===== config.mk =====
export PLATFORM = sky130hd
export DESIGN_NAME = edge_escape_drive_controller_core_flat
export DESIGN_NICKNAME = d
export VERILOG_FILES = /design/src/rtl/eedc_pkg.sv /design/src/rtl/eedc_sample_if.sv /design/src/rtl/eedc_drive_if.sv /design/src/rtl/eedc_cfg_regs.sv /design/src/rtl/eedc_step.sv /design/src/rtl/edge_escape_drive_controller_core.sv /design/src/flat_wrapper.sv
export SDC_FILE = /design/constraint.sdc
export NUM_CORES = 1
export LEC_CHECK = 0
export BUFFER_PORTS_ARGS = -buffer_cell sky130_fd_sc_hd__buf_2
export CORE_MARGIN = 2
export CORE_UTILIZATION = 50
export DETAILED_ROUTE_END_ITERATION = 7
export GPL_TIMING_DRIVEN = 0
export HOLD_SLACK_MARGIN = 0.06
export MAX_ROUTING_LAYER = met4
export PLACE_DENSITY = 0.69
export SYNTH_ARGS = -nofsm -noshare
export SYNTH_HDL_FRONTEND = slang
export SYNTH_HIERARCHICAL = 1
export SYNTH_SLANG_ARGS = --single-unit

===== constraint.sdc =====
create_clock -name clk_i -period 19.3 [get_ports clk_i]
set_clock_uncertainty 0.05 [all_clocks]
set_input_delay 0 -clock clk_i [delete_from_list [all_inputs] [get_ports clk_i]]
set_output_delay 0 -clock clk_i [all_outputs]
set_load 0.05 [all_outputs]

===== src/rtl/eedc_pkg.sv =====
// ----------------------------------------------------------------------------
// eedc_pkg
// Shared types and constants of the edge escape drive controller.
// ----------------------------------------------------------------------------
package eedc_pkg;

  localparam int LEVEL_W    = 10;
  localparam int MODE_W     = 4;
  localparam int CNT_W      = 8;
  localparam int TICK_W     = 16;
  localparam int THR_W      = 10;
  localparam int CFG_DATA_W = 16;
  localparam int CFG_IDX_W  = 4;

  typedef enum logic [MODE_W-1:0] {
    MODE_START  = 4'd0,
    MODE_SEARCH = 4'd1,
    MODE_TRACK  = 4'd2,
    MODE_FWD    = 4'd3,
    MODE_FWD_L  = 4'd4,
    MODE_FWD_R  = 4'd5,
    MODE_BACK   = 4'd6,
    MODE_BACK_L = 4'd7,
    MODE_BACK_R = 4'd8
  } mode_e;

  typedef enum logic [1:0] {
    SEEN_NONE   = 2'd0,
    SEEN_LEFT   = 2'd1,
    SEEN_RIGHT  = 2'd2,
    SEEN_MIDDLE = 2'd3
  } seen_e;

  typedef enum logic [CFG_IDX_W-1:0] {
    REG_CONFIRM   = 4'd0,
    REG_ASSIST    = 4'd1,
    REG_THRESHOLD = 4'd2,
    REG_ESCAPE    = 4'd3,
    REG_START     = 4'd4,
    REG_FAST      = 4'd5,
    REG_MEDIUM    = 4'd6,
    REG_SLOW      = 4'd7
  } cfg_reg_e;

  typedef struct packed {
    logic [CNT_W-1:0]   confirm;
    logic [CNT_W-1:0]   assist;
    logic [THR_W-1:0]   threshold;
    logic [TICK_W-1:0]  escape_ticks;
    logic [TICK_W-1:0]  start_ticks;
    logic [LEVEL_W-1:0] fast;
    logic [LEVEL_W-1:0] mid;
    logic [LEVEL_W-1:0] slow;
  } cfg_t;

  typedef struct packed {
    logic [LEVEL_W-1:0] lf;
    logic [LEVEL_W-1:0] rf;
    logic [LEVEL_W-1:0] lr;
    logic [LEVEL_W-1:0] rr;
  } levels_t;

  typedef struct packed {
    logic [CNT_W-1:0]  cnt_l;
    logic [CNT_W-1:0]  cnt_r;
    logic [CNT_W-1:0]  cnt_b;
    logic [TICK_W-1:0] esc;
    mode_e             mode;
    seen_e             seen;
    levels_t           lvl;
  } state_t;

  localparam cfg_t CFG_RESET = '{
    confirm:      8'd5,
    assist:       8'd2,
    threshold:    10'd512,
    escape_ticks: 16'd1000,
    start_ticks:  16'd3000,
    fast:         10'd1023,
    mid:          10'd512,
    slow:         10'd256
  };

  localparam state_t STATE_RESET = '{
    cnt_l: '0,
    cnt_r: '0,
    cnt_b: '0,
    esc:   '0,
    mode:  MODE_START,
    seen:  SEEN_NONE,
    lvl:   '0
  };

endpackage


===== src/rtl/eedc_sample_if.sv =====
// ----------------------------------------------------------------------------
// eedc_sample_if
// Sensor sample channel: valid, ready and one set of six samples.
// ----------------------------------------------------------------------------
interface eedc_sample_if #(
  parameter int SAMPLE_BITS = 10
);
  logic                   valid;
  logic                   ready;
  logic [SAMPLE_BITS-1:0] left_line;
  logic [SAMPLE_BITS-1:0] right_line;
  logic [SAMPLE_BITS-1:0] back_line;
  logic [SAMPLE_BITS-1:0] left_range;
  logic [SAMPLE_BITS-1:0] right_range;
  logic [SAMPLE_BITS-1:0] middle_range;

  modport source (
    output valid, left_line, right_line, back_line, left_range, right_range, middle_range,
    input  ready
  );
  modport sink (
    input  valid, left_line, right_line, back_line, left_range, right_range, middle_range,
    output ready
  );
endinterface


===== src/rtl/eedc_drive_if.sv =====
// ----------------------------------------------------------------------------
// eedc_drive_if
// Drive channel: valid, ready, four wheel drive levels and the mode.
// ----------------------------------------------------------------------------
interface eedc_drive_if;
  logic       valid;
  logic       ready;
  logic [9:0] left_forward_drive;
  logic [9:0] right_forward_drive;
  logic [9:0] left_reverse_drive;
  logic [9:0] right_reverse_drive;
  logic [3:0] mode_now;

  modport source (
    output valid, left_forward_drive, right_forward_drive, left_reverse_drive,
           right_reverse_drive, mode_now,
    input  ready
  );
  modport sink (
    input  valid, left_forward_drive, right_forward_drive, left_reverse_drive,
           right_reverse_drive, mode_now,
    output ready
  );
endinterface


===== src/rtl/eedc_cfg_regs.sv =====
// ----------------------------------------------------------------------------
// eedc_cfg_regs
// Configuration register file, written through a plain write port.
// ----------------------------------------------------------------------------
module eedc_cfg_regs (
  input  logic                           clk_i,
  input  logic                           rst_ni,
  input  logic                           cfg_we_i,
  input  logic [eedc_pkg::CFG_IDX_W-1:0]  cfg_idx_i,
  input  logic [eedc_pkg::CFG_DATA_W-1:0] cfg_wdata_i,
  output eedc_pkg::cfg_t                 cfg_o
);
  import eedc_pkg::*;

  cfg_t cfg_q, cfg_d;

  always_comb begin
    cfg_d = cfg_q;
    if (cfg_we_i) begin
      case (cfg_idx_i)
        REG_CONFIRM:   cfg_d.confirm      = cfg_wdata_i[CNT_W-1:0];
        REG_ASSIST:    cfg_d.assist       = cfg_wdata_i[CNT_W-1:0];
        REG_THRESHOLD: cfg_d.threshold    = cfg_wdata_i[THR_W-1:0];
        REG_ESCAPE:    cfg_d.escape_ticks = cfg_wdata_i[TICK_W-1:0];
        REG_START:     cfg_d.start_ticks  = cfg_wdata_i[TICK_W-1:0];
        REG_FAST:      cfg_d.fast         = cfg_wdata_i[LEVEL_W-1:0];
        REG_MEDIUM:    cfg_d.mid          = cfg_wdata_i[LEVEL_W-1:0];
        REG_SLOW:      cfg_d.slow         = cfg_wdata_i[LEVEL_W-1:0];
        default:       cfg_d = cfg_q;
      endcase
    end
  end

  always_ff @(posedge clk_i or negedge rst_ni) begin
    if (!rst_ni) begin
      cfg_q <= CFG_RESET;
    end else begin
      cfg_q <= cfg_d;
    end
  end

  assign cfg_o = cfg_q;

endmodule


===== src/rtl/eedc_step.sv =====
// ----------------------------------------------------------------------------
// eedc_step
// Next-state logic for one tick: line counters, escape choice, target
// tracking and the chained mode actions.
// ----------------------------------------------------------------------------
module eedc_step #(
  parameter int SAMPLE_BITS = 10
) (
  input  eedc_pkg::cfg_t         cfg_i,
  input  eedc_pkg::state_t       state_i,
  input  logic [SAMPLE_BITS-1:0] left_line_i,
  input  logic [SAMPLE_BITS-1:0] right_line_i,
  input  logic [SAMPLE_BITS-1:0] back_line_i,
  input  logic [SAMPLE_BITS-1:0] left_range_i,
  input  logic [SAMPLE_BITS-1:0] right_range_i,
  input  logic [SAMPLE_BITS-1:0] middle_range_i,
  output eedc_pkg::state_t       state_o
);
  import eedc_pkg::*;

  localparam int CmpW = (SAMPLE_BITS > THR_W) ? SAMPLE_BITS : THR_W;

  logic [CmpW-1:0] thr_x, lr_x, rr_x, mr_x;

  assign thr_x = CmpW'(cfg_i.threshold);
  assign lr_x  = CmpW'(left_range_i);
  assign rr_x  = CmpW'(right_range_i);
  assign mr_x  = CmpW'(middle_range_i);

  always_comb begin
    logic [CNT_W-1:0]  cl, cr, cb;
    logic [TICK_W-1:0] esc, esc_inc, limit;
    mode_e             mode;
    seen_e             seen;
    levels_t           lvl;
    logic              moving;

    // line run counters
    cl = (left_line_i  == '0) ? ((state_i.cnt_l == '1) ? state_i.cnt_l : state_i.cnt_l + 1'b1)
                              : '0;
    cr = (right_line_i == '0) ? ((state_i.cnt_r == '1) ? state_i.cnt_r : state_i.cnt_r + 1'b1)
                              : '0;
    cb = (back_line_i  == '0) ? ((state_i.cnt_b == '1) ? state_i.cnt_b : state_i.cnt_b + 1'b1)
                              : '0;

    // escape choice, later rules win
    mode = state_i.mode;
    if (cl >= cfg_i.confirm) begin
      mode = (cr >= cfg_i.assist) ? MODE_BACK : (cb >= cfg_i.assist) ? MODE_FWD_R : MODE_BACK_L;
    end
    if (cr >= cfg_i.confirm) begin
      mode = (cl >= cfg_i.assist) ? MODE_BACK : (cb >= cfg_i.assist) ? MODE_FWD_L : MODE_BACK_R;
    end
    if (cb >= cfg_i.confirm) begin
      mode = (cr >= cfg_i.assist) ? MODE_FWD_L : (cl >= cfg_i.assist) ? MODE_FWD_R : MODE_FWD;
    end
    esc = (mode != state_i.mode) ? '0 : state_i.esc;

    // target direction
    seen = state_i.seen;
    if (lr_x > thr_x) seen = SEEN_LEFT;
    if (rr_x > thr_x) seen = SEEN_RIGHT;
    if (mr_x > thr_x) seen = SEEN_MIDDLE;

    // move or start action
    lvl    = state_i.lvl;
    moving = 1'b1;
    case (mode)
      MODE_FWD:    lvl = '{cfg_i.fast, cfg_i.fast, '0, '0};
      MODE_FWD_L:  lvl = '{cfg_i.slow, cfg_i.fast, '0, '0};
      MODE_FWD_R:  lvl = '{cfg_i.fast, cfg_i.slow, '0, '0};
      MODE_BACK:   lvl = '{'0, '0, cfg_i.fast, cfg_i.fast};
      MODE_BACK_L: lvl = '{'0, '0, cfg_i.mid, cfg_i.fast};
      MODE_BACK_R: lvl = '{'0, '0, cfg_i.fast, cfg_i.mid};
      MODE_START:  lvl = '{cfg_i.fast, cfg_i.fast, '0, '0};
      default:     moving = 1'b0;
    endcase
    limit   = (mode == MODE_START) ? cfg_i.start_ticks : cfg_i.escape_ticks;
    esc_inc = (esc == '1) ? esc : esc + 1'b1;
    if (moving) begin
      if (esc_inc >= limit) begin
        esc  = '0;
        mode = MODE_SEARCH;
      end else begin
        esc = esc_inc;
      end
    end

    // search
    if (mode == MODE_SEARCH) begin
      if (lr_x < thr_x && mr_x < thr_x && rr_x < thr_x) begin
        mode = (seen == SEEN_RIGHT || seen == SEEN_NONE) ? MODE_FWD_R : MODE_FWD_L;
      end else begin
        mode = MODE_TRACK;
      end
    end

    // track
    if (mode == MODE_TRACK) begin
      esc = '0;
      if (seen != SEEN_NONE) begin
        case (seen)
          SEEN_LEFT:  lvl = '{cfg_i.slow, cfg_i.fast, '0, '0};
          SEEN_RIGHT: lvl = '{cfg_i.fast, cfg_i.slow, '0, '0};
          default:    lvl = '{cfg_i.fast, cfg_i.fast, '0, '0};
        endcase
        if (cfg_i.escape_ticks <= TICK_W'(1)) begin
          mode = MODE_SEARCH;
        end else begin
          esc = TICK_W'(1);
        end
      end
    end

    state_o = '{cnt_l: cl, cnt_r: cr, cnt_b: cb, esc: esc, mode: mode, seen: seen, lvl: lvl};
  end

endmodule


===== src/rtl/edge_escape_drive_controller_core.sv =====
// ----------------------------------------------------------------------------
// edge_escape_drive_controller_core
// Edge escape drive controller: line-sensor escape moves, target search and
// track, four wheel drive levels per tick.
//
//   channel     dir  modport  payload
//   sample_in   in   sink     three line and three range samples
//   drive_out   out  source   four drive levels and mode
//   cfg_*_i     in   -        write enable, register index, write data
//
// One beat per cycle sustained while drive_out is ready; a result passes
// through the input register, then the state register that is also the result.
// The state update is one pass of compare and 8/16-bit increment logic.
// Reset clears both valid flags and loads the reset state and registers.
// A stall on drive_out holds both stages; sample_in stays ready while the
// input register is empty or the result moves on.
// ----------------------------------------------------------------------------
module edge_escape_drive_controller_core #(
  parameter int SAMPLE_BITS = 10
) (
  input  logic                           clk_i,
  input  logic                           rst_ni,
  eedc_sample_if.sink                    sample_in,
  eedc_drive_if.source                   drive_out,
  input  logic                           cfg_we_i,
  input  logic [eedc_pkg::CFG_IDX_W-1:0]  cfg_idx_i,
  input  logic [eedc_pkg::CFG_DATA_W-1:0] cfg_wdata_i
);
  import eedc_pkg::*;

  cfg_t   cfg;
  state_t state_q, state_d, state_nxt;

  logic                   in_valid_q, out_valid_q, advance, fire;
  logic [SAMPLE_BITS-1:0] ll_q, rl_q, bl_q, lr_q, rr_q, mr_q;

  eedc_cfg_regs u_cfg (
    .clk_i       (clk_i),
    .rst_ni      (rst_ni),
    .cfg_we_i    (cfg_we_i),
    .cfg_idx_i   (cfg_idx_i),
    .cfg_wdata_i (cfg_wdata_i),
    .cfg_o       (cfg)
  );

  eedc_step #(
    .SAMPLE_BITS (SAMPLE_BITS)
  ) u_step (
    .cfg_i          (cfg),
    .state_i        (state_q),
    .left_line_i    (ll_q),
    .right_line_i   (rl_q),
    .back_line_i    (bl_q),
    .left_range_i   (lr_q),
    .right_range_i  (rr_q),
    .middle_range_i (mr_q),
    .state_o        (state_nxt)
  );

  assign advance         = !out_valid_q || drive_out.ready;
  assign fire            = in_valid_q && advance;
  assign sample_in.ready = !in_valid_q || advance;
  assign state_d         = fire ? state_nxt : state_q;

  always_ff @(posedge clk_i or negedge rst_ni) begin
    if (!rst_ni) begin
      in_valid_q  <= 1'b0;
      out_valid_q <= 1'b0;
      state_q     <= STATE_RESET;
    end else begin
      if (sample_in.ready) begin
        in_valid_q <= sample_in.valid;
      end
      if (advance) begin
        out_valid_q <= in_valid_q;
      end
      state_q <= state_d;
    end
  end

  always_ff @(posedge clk_i) begin
    if (sample_in.valid && sample_in.ready) begin
      ll_q <= sample_in.left_line;
      rl_q <= sample_in.right_line;
      bl_q <= sample_in.back_line;
      lr_q <= sample_in.left_range;
      rr_q <= sample_in.right_range;
      mr_q <= sample_in.middle_range;
    end
  end

  assign drive_out.valid               = out_valid_q;
  assign drive_out.left_forward_drive  = state_q.lvl.lf;
  assign drive_out.right_forward_drive = state_q.lvl.rf;
  assign drive_out.left_reverse_drive  = state_q.lvl.lr;
  assign drive_out.right_reverse_drive = state_q.lvl.rr;
  assign drive_out.mode_now            = state_q.mode;

endmodule


===== src/flat_wrapper.sv =====
// flat-port wrapper written by rule: the top's interface ports become plain ports
module edge_escape_drive_controller_core_flat import eedc_pkg::*;
#(
  parameter int SAMPLE_BITS = 10
)
  (clk_i, rst_ni, cfg_we_i, cfg_idx_i, cfg_wdata_i, sample_in_valid, sample_in_left_line, sample_in_right_line, sample_in_back_line, sample_in_left_range, sample_in_right_range, sample_in_middle_range, sample_in_ready, drive_out_valid, drive_out_left_forward_drive, drive_out_right_forward_drive, drive_out_left_reverse_drive, drive_out_right_reverse_drive, drive_out_mode_now, drive_out_ready);
  eedc_sample_if #(.SAMPLE_BITS(SAMPLE_BITS)) sample_in_i ();
  eedc_drive_if drive_out_i ();
  input  logic clk_i;
  input  logic rst_ni;
  input  logic cfg_we_i;
  input  logic [eedc_pkg::CFG_IDX_W-1:0] cfg_idx_i;
  input  logic [eedc_pkg::CFG_DATA_W-1:0] cfg_wdata_i;
  input wire logic [$bits(sample_in_i.valid)-1:0] sample_in_valid;
  input wire logic [$bits(sample_in_i.left_line)-1:0] sample_in_left_line;
  input wire logic [$bits(sample_in_i.right_line)-1:0] sample_in_right_line;
  input wire logic [$bits(sample_in_i.back_line)-1:0] sample_in_back_line;
  input wire logic [$bits(sample_in_i.left_range)-1:0] sample_in_left_range;
  input wire logic [$bits(sample_in_i.right_range)-1:0] sample_in_right_range;
  input wire logic [$bits(sample_in_i.middle_range)-1:0] sample_in_middle_range;
  output wire logic [$bits(sample_in_i.ready)-1:0] sample_in_ready;
  output wire logic [$bits(drive_out_i.valid)-1:0] drive_out_valid;
  output wire logic [$bits(drive_out_i.left_forward_drive)-1:0] drive_out_left_forward_drive;
  output wire logic [$bits(drive_out_i.right_forward_drive)-1:0] drive_out_right_forward_drive;
  output wire logic [$bits(drive_out_i.left_reverse_drive)-1:0] drive_out_left_reverse_drive;
  output wire logic [$bits(drive_out_i.right_reverse_drive)-1:0] drive_out_right_reverse_drive;
  output wire logic [$bits(drive_out_i.mode_now)-1:0] drive_out_mode_now;
  input wire logic [$bits(drive_out_i.ready)-1:0] drive_out_ready;
  assign sample_in_i.valid = sample_in_valid;
  assign sample_in_i.left_line = sample_in_left_line;
  assign sample_in_i.right_line = sample_in_right_line;
  assign sample_in_i.back_line = sample_in_back_line;
  assign sample_in_i.left_range = sample_in_left_range;
  assign sample_in_i.right_range = sample_in_right_range;
  assign sample_in_i.middle_range = sample_in_middle_range;
  assign sample_in_ready = sample_in_i.ready;
  assign drive_out_valid = drive_out_i.valid;
  assign drive_out_left_forward_drive = drive_out_i.left_forward_drive;
  assign drive_out_right_forward_drive = drive_out_i.right_forward_drive;
  assign drive_out_left_reverse_drive = drive_out_i.left_reverse_drive;
  assign drive_out_right_reverse_drive = drive_out_i.right_reverse_drive;
  assign drive_out_mode_now = drive_out_i.mode_now;
  assign drive_out_i.ready = drive_out_ready;
  edge_escape_drive_controller_core #(.SAMPLE_BITS(SAMPLE_BITS)) u_core (.clk_i(clk_i), .rst_ni(rst_ni), .sample_in(sample_in_i), .drive_out(drive_out_i), .cfg_we_i(cfg_we_i), .cfg_idx_i(cfg_idx_i), .cfg_wdata_i(cfg_wdata_i));
endmodule

==> flow_metrics.tcl, run 1 <==
set metrics [dict create \
    fmax_ghz 0.0942 \
    viasPerCell 5.74 \
    cts_setup_buffers 0 \
    power_mw 2.19 \
    final_area_um2 17100 \
    period_needed_ns 10.61 \
    crit_path_end_kind "register" \
    clock-sinks 236 \
    syn-num-nets 1394 \
    rows 61 \
    maxSlewHeadroom 0.144 \
    dpl.hpwl_um 24100 \
    dr_total_vias 10700 \
    grt_max_degree 111 \
    min_from "cfg_idx_i[3]" \
    required_ns 19.69 \
    setup_violations 0 \
    rsz0062_at_grt "false" \
    hold_violations 0 \
    synth_ff_type "dfrtp_1" \
    place.gp.congestion 0.901 \
    ys_seq_elements 236 \
    overflow 0 \
    critical_path.top_delay_family "compound AO/OA/AOI/OAI gates" \
    die_h_um 173 \
    synth_seq_area_share 0.440 \
    clk_latency_ns 0.56 \
    grt_pass1_vias 10700 \
    h-tree-depth 1 \
    crit-reg2reg-capture "u_core/drive_out.left_forward_drive[3]$_DFFE_PN0P_" \
    synth_top_area_frac 0.259 \
    hold_depth 4 \
    dp.cells 1722 \
    final_critical_path_setup_slack_ns 8.69 \
    vdd_drop_max_v 0.000134 \
    powerDensity_nw_per_um2 128 \
    async_reset_ff_frac 0.746 \
    hp-class "input pin to register" \
    grt_usage 0.239 \
    cap_violations 0 \
    start_util 0.510 \
    tns_ns 0 \
    drive_gt1_frac 0.321 \
    worst_setup_path_start_kind "register" \
    hold_ws_ns 0.105 \
    largest_reg_flops 88 \
    avgSynthCellArea_um2 11.7 \
    final_core_util 0.616 \
    wl_per_cell_um 18.9 \
    netlist_instances 1212 \
    syn_area_um2 14200 \
    dpl_cell_area_um2 15400 \
    hold_end "u_core/u_cfg/cfg_o[83]$_DFFE_PN0P_" \
    r2r_cells 43 \
    dp_worst_setup_slack_ns 8.91 \
    ioPinCount 131 \
    fin_cells 1858 \
    finalMaxSlewViolations 0 \
    yosys.area.top_type "dfrtp_1" \
    dr.pass1.iters 8 \
    ant_nets 0 \
    synth_enable_flop_cells 60 \
    grt_pass1_wl_um 56500 \
    drc 0 \
    cp_slowest_cell "a31oi_1" \
    layout_commonest_cell "buf_2" \
    drtIter0Drc 1031 \
    ff2ff_setup_slack_ns 8.69 \
    core_um2 27900 \
    finalCritPeriodShare 0.550 \
    clk_pin_slew_worst_paths_ns 0.06 \
    status "finished, final reports clean" \
    worst_ep_arrival_time_ns 11.00 \
    layout_common_cells "buf_2 (148), dfrtp_1 (147), mux2_2 (107)" \
    leakagePower_nw 7.89 \
    tightest_slew_ns 1.27 \
    antenna_found_initial 1 \
    cts_buffers 27 \
    cts_tree "done" \
    fillers 2263 \
    r2r-start "u_core/state_q[70]$_DFFE_PN0P_" \
    yosys_warnings 6 \
    die_w_um 173 \
    max-clock-path-buffers 3 \
    critical_path_buf_inv_count 5 \
    synth_cell_types 83 \
    clk_root_buffer_cell "clkbuf_16" \
    max_stage_delay_ns 0.70 \
    synth_area_leaders "dfrtp_1 (26%), edfxtp_1 (13%), ha_1 (8.5%)" \
    area_growth_pct 20.8 \
    die-area_um2 29800 \
    finalNetCount 1640 \
    postRouteWirelength_um 35200 \
    crit_fanout 10 \
    portBuffers 130 \
    criticalPathCategory "register to register" \
]
## worst max path at each step
stage / from / to / slack (ns) / cells after the start
final: u_core/state_q[70]$_DFFE_PN0P_ / u_core/drive_out.left_forward_drive[3]$_DFFE_PN0P_ / 8.69 / 43
after global routing: u_core/state_q[70]$_DFFE_PN0P_ / u_core/drive_out.left_forward_drive[3]$_DFFE_PN0P_ / 7.99 / 43
after CTS: u_core/state_q[70]$_DFFE_PN0P_ / u_core/drive_out.left_reverse_drive[2]$_DFFE_PN0P_ / 8.84 / 44
after detailed placement: u_core/state_q[70]$_DFFE_PN0P_ / u_core/drive_out.left_reverse_drive[2]$_DFFE_PN0P_ / 8.91 / 44
after global placement: u_core/state_q[70]$_DFFE_PN0P_ / u_core/drive_out.left_reverse_drive[8]$_DFFE_PN0P_ / 9.01 / 44
after floorplan: u_core/state_q[70]$_DFFE_PN0P_ / u_core/drive_out.left_forward_drive[3]$_DFFE_PN0P_ / 10.53 / 44
## final cells by class
type	count	area [µm²]	share of cell area
Antenna cell	1	2.50	0.000146
Buffer	84	579	0.0338
Clock buffer	38	811	0.0473
Clock inverter	12	86.3	0.00503
Inverter	38	143	0.00832
Multi-Input combinational cell	854	7230	0.422
Sequential cell	236	6240	0.364
Tap cell	378	473	0.0276
Timing Repair Buffer	217	1580	0.0919
## metal layers
| layer | wire, µm | vias up | global-route usage | part of all wire |
|---|---|---|---|---|
| met3 | 1940 | 71 | 0.0292 | 0.055 |
| met4 | 1120 | 0 | 0.0769 | 0.032 |
| li1 | - | 5057 | - | - |
| met1 | 15700 | 5189 | 0.323 | 0.45 |
| met2 | 16400 | 355 | 0.376 | 0.47 |
| met5 | 0 | - | - | 0 |
## power by group
| part | leakage, nW | internal (mW) | total [mW] | switching, mW |
|---|---|---|---|---|
| combinational | 4.68 | 0.399 | 0.984 | 0.585 |
| clock | 0.439 | 0.295 | 0.508 | 0.213 |
| sequential | 2.77 | 0.618 | 0.702 | 0.0835 |
| total | 7.89 | 1.31 | 2.19 | 0.881 |
## timing repair
| action | CTS | global route |
|---|---|---|
| hold buffers | 85 | 0 |
| resized for setup | 0 | 0 |
| endpoints found under the hold margin | 327 | 0 |
## cell families (layout without fill, tap and decap cells)
kind of cell               Yosys count  count (layout)  synth area share
AOI/OAI and AO/OA                  254             254             0.134
xor gates and xnor gates            36              36            0.0222
adders and majority gates           98              98            0.0863
buffers and inverters              122             389            0.0509
DFF                                236             236             0.440
muxes                              195             195             0.166
other                                0               1                 0
and+or+nand+nor                    271             271             0.101
## cells in the mapped netlist, drive strengths merged (20+ instances only)
cell type  count
a21o          28
dfrtp        147
ha            97
dfstp         29
a222oi        30
a21oi         70
xnor2         27
nand3         33
nor2          79
edfxtp        60
mux2         177
a221oi        20
inv           38
nor3          26
buf           78
nand2         42
o21ai         23
## tightest hold or removal path: cells and delay by family
family | cells | cell delay [ns]
muxes | 1 | 0.22
and+or+nand+nor | 2 | 0.36
buffers and inverters | 1 | 0.09
Note: power is estimated with default switching activity, not from simulation.
==> run 2, diff against run 1 <==
- clock period: 19.3 -> 11.1 ns (I/O delays scaled with it)
==> run 2 against run 1 <==
  * Cell count stayed put
  * Critical endpoint is now u_core/drive_out.left_reverse_drive[2]$_DFFE_PN0P_
  * Clock power is 74% higher
  * Critical path depth is 1 higher
  * Routed wire length hardly changed
  * Sequential cell count stayed put
  * Die area stayed put
  * Highest routed layer unchanged
  * Worst setup slack worse by 7.9 ns
  * First-iteration DRC count is 2.5% higher
  * Combinational power is 74% higher
  * Register-to-register slack worse by 7.9 ns
  * Via count is 0.44% lower
  * Design area hardly changed
==> flow_metrics.tcl, run 2 (synthesis gave the netlist of run 1 again) <==
set metrics [dict create \
    drive_gt1_frac 0.322 \
    area_growth_pct 20.8 \
    layout_common_cells "buf_2 (148), dfrtp_1 (147), mux2_2 (107)" \
    hold_violations 0 \
    fillers 2262 \
    worst_setup_path_start_kind "register" \
    core_um2 27900 \
    grt_max_degree 111 \
    critical_path.top_delay_family "simple AND/OR/NAND/NOR gates" \
    dp_worst_setup_slack_ns 0.709 \
    maxSlewHeadroom 0.137 \
    setup_violations 0 \
    cap_violations 0 \
    max_stage_delay_ns 0.65 \
    overflow 0 \
    power_switching_mw 1.53 \
    viasPerCell 5.72 \
    crit_path_end_kind "register" \
    leakagePower_nw 7.90 \
    r2r-start "u_core/state_q[70]$_DFFE_PN0P_" \
    cp_slowest_cell "a2111oi_1" \
    die_w_um 173 \
    ff2ff_setup_slack_ns 0.77 \
    ioPinCount 131 \
    ant_nets 0 \
    power_mw 3.81 \
    die-area_um2 29800 \
    finalCritPeriodShare 0.931 \
    r2r_cells 44 \
    grt_pass1_wl_um 56500 \
    drtIter0Drc 1057 \
    fmax_ghz 0.0968 \
    final_critical_path_setup_slack_ns 0.766 \
    h-tree-depth 1 \
    powerDensity_nw_per_um2 222 \
    dr_total_vias 10600 \
    start_util 0.510 \
    layout_commonest_cell "buf_2" \
    clk_latency_ns 0.56 \
    place.gp.congestion 0.901 \
    crit_path_end "u_core/drive_out.left_reverse_drive[2]$_DFFE_PN0P_" \
    multi_input_area_um2 7240 \
    clock-sinks 236 \
    max-clock-path-buffers 3 \
    crit-reg2reg-capture "u_core/drive_out.left_reverse_drive[2]$_DFFE_PN0P_" \
    cp.depth 44 \
    status "finished, final reports clean" \
    crit_fanout 10 \
    vdd_drop_max_v 0.000232 \
    rsz0062_at_grt "false" \
    crit_top_cell "nor2_1" \
    portBuffers 130 \
    postRouteWirelength_um 35200 \
    p_int_mw 2.28 \
    criticalPathCategory "register to register" \
    critical_path_buf_inv_count 5 \
    period_needed_ns 10.33 \
    clk_root_buffer_cell "clkbuf_16" \
    antenna_found_initial 1 \
    required_ns 11.49 \
    finalNetCount 1640 \
    dr.pass1.iters 6 \
    clk_pin_slew_worst_paths_ns 0.06 \
    regArea_um2 6240 \
    cts_buffers 27 \
    swShare 0.402 \
    p_clk_frac 0.232 \
    largest_reg_flops 88 \
    grt_usage 0.239 \
    finalMaxSlewViolations 0 \
    share_seq_of_total_power 0.320 \
    wl_per_cell_um 18.9 \
    final_core_util 0.616 \
    tns_ns 0 \
    power_frac_comb 0.449 \
    startpoint "u_core/state_q[70]$_DFFE_PN0P_" \
    grt_pass1_vias 10700 \
    cts_tree "done" \
    die_h_um 173 \
    hp-class "input pin to register" \
    worst_ep_arrival_time_ns 10.72 \
    rows 61 \
    drc 0 \
    dpl.hpwl_um 24100 \
    tightest_slew_ns 1.28 \
]
run 2: cell counts in the layout (fill, tap and decap cells not counted):
No cell type changed its count.
run 2: worst min-delay path by stage:
| stage | start | end | depth (start not counted) |
|---|---|---|---|
| CTS | sample_in_right_line[7] | u_core/rl_q[7]$_DFFE_PP_ | 2 |
| floorplan | rst_ni | u_core/drive_out.left_forward_drive[0]$_DFFE_PN0P_ | 0 |
| global route | sample_in_back_line[3] | u_core/bl_q[3]$_DFFE_PP_ | 2 |
| detailed placement | rst_ni | u_core/drive_out.left_reverse_drive[8]$_DFFE_PN0P_ | 1 |
| global placement | sample_in_right_range[0] | u_core/rr_q[0]$_DFFE_PP_ | 1 |
| finish | cfg_idx_i[3] | u_core/u_cfg/cfg_o[83]$_DFFE_PN0P_ | 4 |
run 2: timing repair:
action / CTS / global route
resized for setup: 0 / 1
endpoints found under the setup margin: 0 / 50
endpoints found under the hold margin: 327 / 0
hold buffers: 85 / 0
setup buffers: 0 / 0
run 2: stage by stage:
step | area [µm²] | hold WS, ns | std cells
after detailed placement | 15400 | -0.0576 | 1722
final | 17200 | 0.102 | 1858
after CTS | 17100 | 0.0779 | 1857
after floorplan | 14200 | -0.346 | 1212
after global routing | 17200 | 0.0925 | 1858
after global placement | 15300 | 0.127 | 1720
run 2: power groups by stage:
stage	sequential [mW]	combinational [mW]	clock [mW]
floorplan	1.18	1.30	0
global placement	1.23	1.62	0
detailed placement	1.23	1.65	0
CTS	1.22	1.69	0.905
global route	1.24	1.84	0.934
finish	1.22	1.71	0.883
run 2: final cells by class:
type,count,share of cell area
Sequential cell,236,0.364
Tap cell,378,0.0276
Inverter,38,0.00832
Antenna cell,1,0.000146
Buffer,84,0.0338
Clock inverter,12,0.00503
Clock buffer,38,0.0473
Timing Repair Buffer,217,0.0919
Multi-Input combinational cell,854,0.422
run 2: layer usage:
layer  up-vias  track usage  part of all wire
met5         -            -                 0
met4         0       0.0769             0.032
met3        66       0.0292             0.056
met2       367        0.376              0.47
met1      5138        0.323              0.45
li1       5054            -                 -
run 2: tightest hold or removal path: cells and delay by family:
family | cells | cell delay, ns
buffers and inverters | 1 | 0.09
multiplexers | 1 | 0.22
AND/OR/NAND/NOR | 2 | 0.36
